**src/sparse_set_map_macros.svh**
```systemverilog
// Assertion helpers used by sparse_set_map.sv.
`ifndef SPARSE_SET_MAP_MACROS_SVH
`define SPARSE_SET_MAP_MACROS_SVH

// Property that is checked only while the block is out of reset.
`define SSM_ASSERT(lbl, prop, msg) \
  lbl: assert property (@(posedge clk_i) disable iff (!rst_ni) prop) else $error(msg);

// Property that is also checked while reset is held.
`define SSM_ASSERT_ALWAYS(lbl, prop, msg) \
  lbl: assert property (@(posedge clk_i) prop) else $error(msg);

`endif

```
**src/ssm_ram.sv**
```systemverilog
`default_nettype none

// Simple dual-port RAM: one write port, one read port with registered data.
module ssm_ram #(
  parameter int unsigned WIDTH = 8,
  parameter int unsigned DEPTH = 16
) (
  input  wire logic                     clk_i,
  input  wire logic                     we_i,
  input  wire logic [$clog2(DEPTH)-1:0] waddr_i,
  input  wire logic [WIDTH-1:0]         wdata_i,
  input  wire logic                     re_i,
  input  wire logic [$clog2(DEPTH)-1:0] raddr_i,
  output logic      [WIDTH-1:0]         rdata_o
);

  logic [WIDTH-1:0] mem_q [DEPTH];
  logic [WIDTH-1:0] rdata_q;

  // Write port.
  always_ff @(posedge clk_i) begin
    if (we_i) begin
      mem_q[waddr_i] <= wdata_i;
    end
  end

  // Read port; data holds when no read is issued.
  always_ff @(posedge clk_i) begin
    if (re_i) begin
      rdata_q <= mem_q[raddr_i];
    end
  end

  assign rdata_o = rdata_q;

endmodule

`default_nettype wire

```
**config.mk**
```make
export PLATFORM = sky130hd
export DESIGN_NAME = ssm_ram
export DESIGN_NICKNAME = d
export VERILOG_FILES = /design/src/sparse_set_map_macros.svh /design/src/ssm_ram.sv
export SDC_FILE = /design/constraint.sdc
export NUM_CORES = 1
export LEC_CHECK = 0
export ABC_CLOCK_PERIOD_IN_PS = 3200
export BUFFER_PORTS_ARGS = -buffer_cell sky130_fd_sc_hd__buf_2
export CORE_ASPECT_RATIO = 1.2
export CORE_UTILIZATION = 30
export DETAILED_ROUTE_END_ITERATION = 6
export GPL_ROUTABILITY_DRIVEN = 0
export PLACE_DENSITY = 0.47
export SLEW_MARGIN = 25
export SYNTH_ARGS = -nofsm -noshare
export SYNTH_HDL_FRONTEND = slang
export SYNTH_SLANG_ARGS = --single-unit
export TNS_END_PERCENT = 1
```
**constraint.sdc**
```tcl
create_clock -name clk_i -period 3.2 [get_ports clk_i]
set_input_delay 0.16 -clock clk_i [delete_from_list [all_inputs] [get_ports clk_i]]
set_output_delay 0.16 -clock clk_i [all_outputs]
set_load 0.02 [all_outputs]
```
==> impl_results.md <==
* Worst-Margin Slew at 1.007 ns
* TritonCTS Buffers at 17
* Mapped Avg Cell Area at 22.83 sq um
* Commonest non-fill, non-tap cell in the layout: edfxtp_1
* CP top delay family: buffers and inverters
* H-tree depth at 4
* Die Width at 122.5 microns
* First-pass GRT wire length at 15430 microns
* Post-Layout Cell Count at 498
* IO buf count at 26
* Core area at 0.01698 sq mm
* Final Hold Viols at 0
* Maximum VDD drop at 332.9 uV
* Initial Utilization at 30.78%
* Ant. Diodes at 0
* Worst endpoint required time at 3.34 ns
* Fraction of layout cells with a size suffix above 1 at 28.01%
* Post-CTS resize count at 0
* WL final at 10400 microns
* Final Skew at 0.006816 ns
* Leakage power at 2.028 nW
* Count of cell types in the netlist at 18
* Yosys warnings at 0
* Arrival time at the worst endpoint at 1.84 ns
* Starting DRT DRC Count at 89
* CTS tree: built
* Vias at 2380
* Setup repair bufs after CTS at 0
* Clk_lat worst skew at 0.41 ns
* Pin count of the biggest net entering global routing at 33
* Hpwl dp at 6497 microns
* Boundary Pins at 27
* DR WL/cell at 20.88 microns
* Layout Nets at 289
* Kind of end point of the critical path: flip-flop
* Grt total ovfl at 0
* Yosys top cell by area: edfxtp_1
* Worst-path fanout max at 17
* Syn_nets at 248
* Final setup fails at 0
* Fin. max-slew vios at 0
* Antenna violations before repair at 0
* Die height at 146.6 microns
* Relative slew slack at 32.59%
* Startpoint Class: input pin
* WS Path Type: input pin to flip-flop
* Max_cap viols at 0
* Area grow syn2layout at 18.76%
* Setup TNS at 0 ns
* Seq/Total Area, Yosys at 78.12%
* CTS hold repair buffers at 0
* Buf+Inv Stages, Crit Path at 2
* Crit-path slowest cell: mux4_2
* CP Cell Sequence: buf_2 > buf_12 > mux4_2 > a22oi_1 > nand2_1
* RSZ-0062 raised after global routing: no
* Synth area leaders: edfxtp_1, mux4_2, mux4_1
* Post-place setup slack at 1.076 ns
* Worst reg2reg setup slack at 1.65 ns
* Final ANT Viol Nets at 0
* Root buf cell: clkbuf_16
* Cell area after synthesis at 0.005228 sq mm
* Total GRT Usage at 12.68%
* CP max stage delay at 0.51 ns
* Final Util at 36.56%
* DRT Pass-1 Iters at 4
* Site row count at 52
* Clk slew on worst S/H paths at 0.06 ns
* Tcrit/Tclk final at 53.13%
* Fin crit period at 1.700 ns
* Residual DRC count at 0
* Syn Inst Count at 229
* Yosys reg bits at 136
* Hold Crit Class: input pin to flip-flop
* Max Freq at 0.5882 GHz
* Longest Clk Path Bufs at 2
* Area fraction of the dominant cell type after synthesis at 78.12%
* Fillcell total at 1520
* Status: completed
* P per Cell Area at 675.4 mW/mm^2
* Total die area at 0.01796 sq mm
* Vias in the first global route at 2524
* Num Clock Sinks at 136
* Placed Cells at 467
* Final critical-path setup slack at 1.500 ns
* Commonest cells after routing, fill and taps aside: edfxtp_1, buf_2, mux4_2, clkbuf_16, a22oi_1
* Vias per cell at 4.779
* Worst hold slack at 0.08591 ns
==> area by class of cell <==
cell class | instances | area (sq um) | area share [%]
clock inverters | 13 | 180.2 | 2.902
repair buffers | 32 | 187.7 | 3.023
clock buffers | 18 | 429.2 | 6.913
multi-input cells | 83 | 1057 | 17.03
flip-flops and latches | 136 | 4084 | 65.78
well taps | 216 | 270.3 | 4.353
==> registers in the layout, summed over array words and instances (netlist names) <==
name,cells
mem_q,128
rdata_o,8
==> where the power goes <==
| part | internal [mW] | leakage (nW) | switching [mW] |
|---|---|---|---|
| Sequential | 2.01 | 1.24 | 0.00800 |
| Clock | 1.29 | 0.283 | 0.695 |
| Combinational | 0.0729 | 0.509 | 0.117 |
==> cell families after synthesis <==
| kind of cell | share of synthesized area (%) |
|---|---|
| mux | 14.79 |
| flops | 78.12 |
| compound gates | 2.298 |
| simple gates | 3.136 |
| buf+inv | 1.651 |
==> Yosys cell counts <==
cell type,instances
edfxtp_1,136
mux4_2,18
a22oi_1,16
mux4_1,14
nor2_1,13
nand2_1,9
nor3_1,4
buf_2,3
buf_6,3
clkdlybuf4s25_2,3
nand2b_1,2
nand3b_1,2
and2_1,1
and2b_1,1
buf_4,1
nand3_1,1
nor2b_1,1
or3b_2,1
==> worst register-to-register path: stages (launching register included) <==
cell      delay, ns
edfxtp_1       0.36
mux4_1         0.52
a22oi_1        0.29
nand2_1        0.12
==> routing by layer <==
layer  vias to the layer above  routed length [microns]  track usage (%)
li1                       1060                        -                -
met5                         -                        0                0
met2                        76                     5027            19.86
met4                         0                      256            5.976
met1                      1224                     4600            16.08
met3                        20                      515            3.633
==> metrics by stage <==
step / power [mW] / cell area, sq um
finish: 4.193 / 6208
global route: 4.316 / 6208
CTS: 4.235 / 6208
detailed placement: 2.247 / 5599
global placement: 2.245 / 5599
floorplan: 2.164 / 5228
==> path summary, 6_finish.rpt <==
kind / from / end / cells past startpoint
setup / recovery: raddr_i[0] / rdata_o[7] / 5
hold reg to reg: mem_q[14][3] / rdata_o[3] / 3
setup reg to reg: mem_q[0][2] / rdata_o[2] / 3
hold / removal: re_i / rdata_o[6] / 1
No activity file was read; power rests on OpenSTA's default activity.
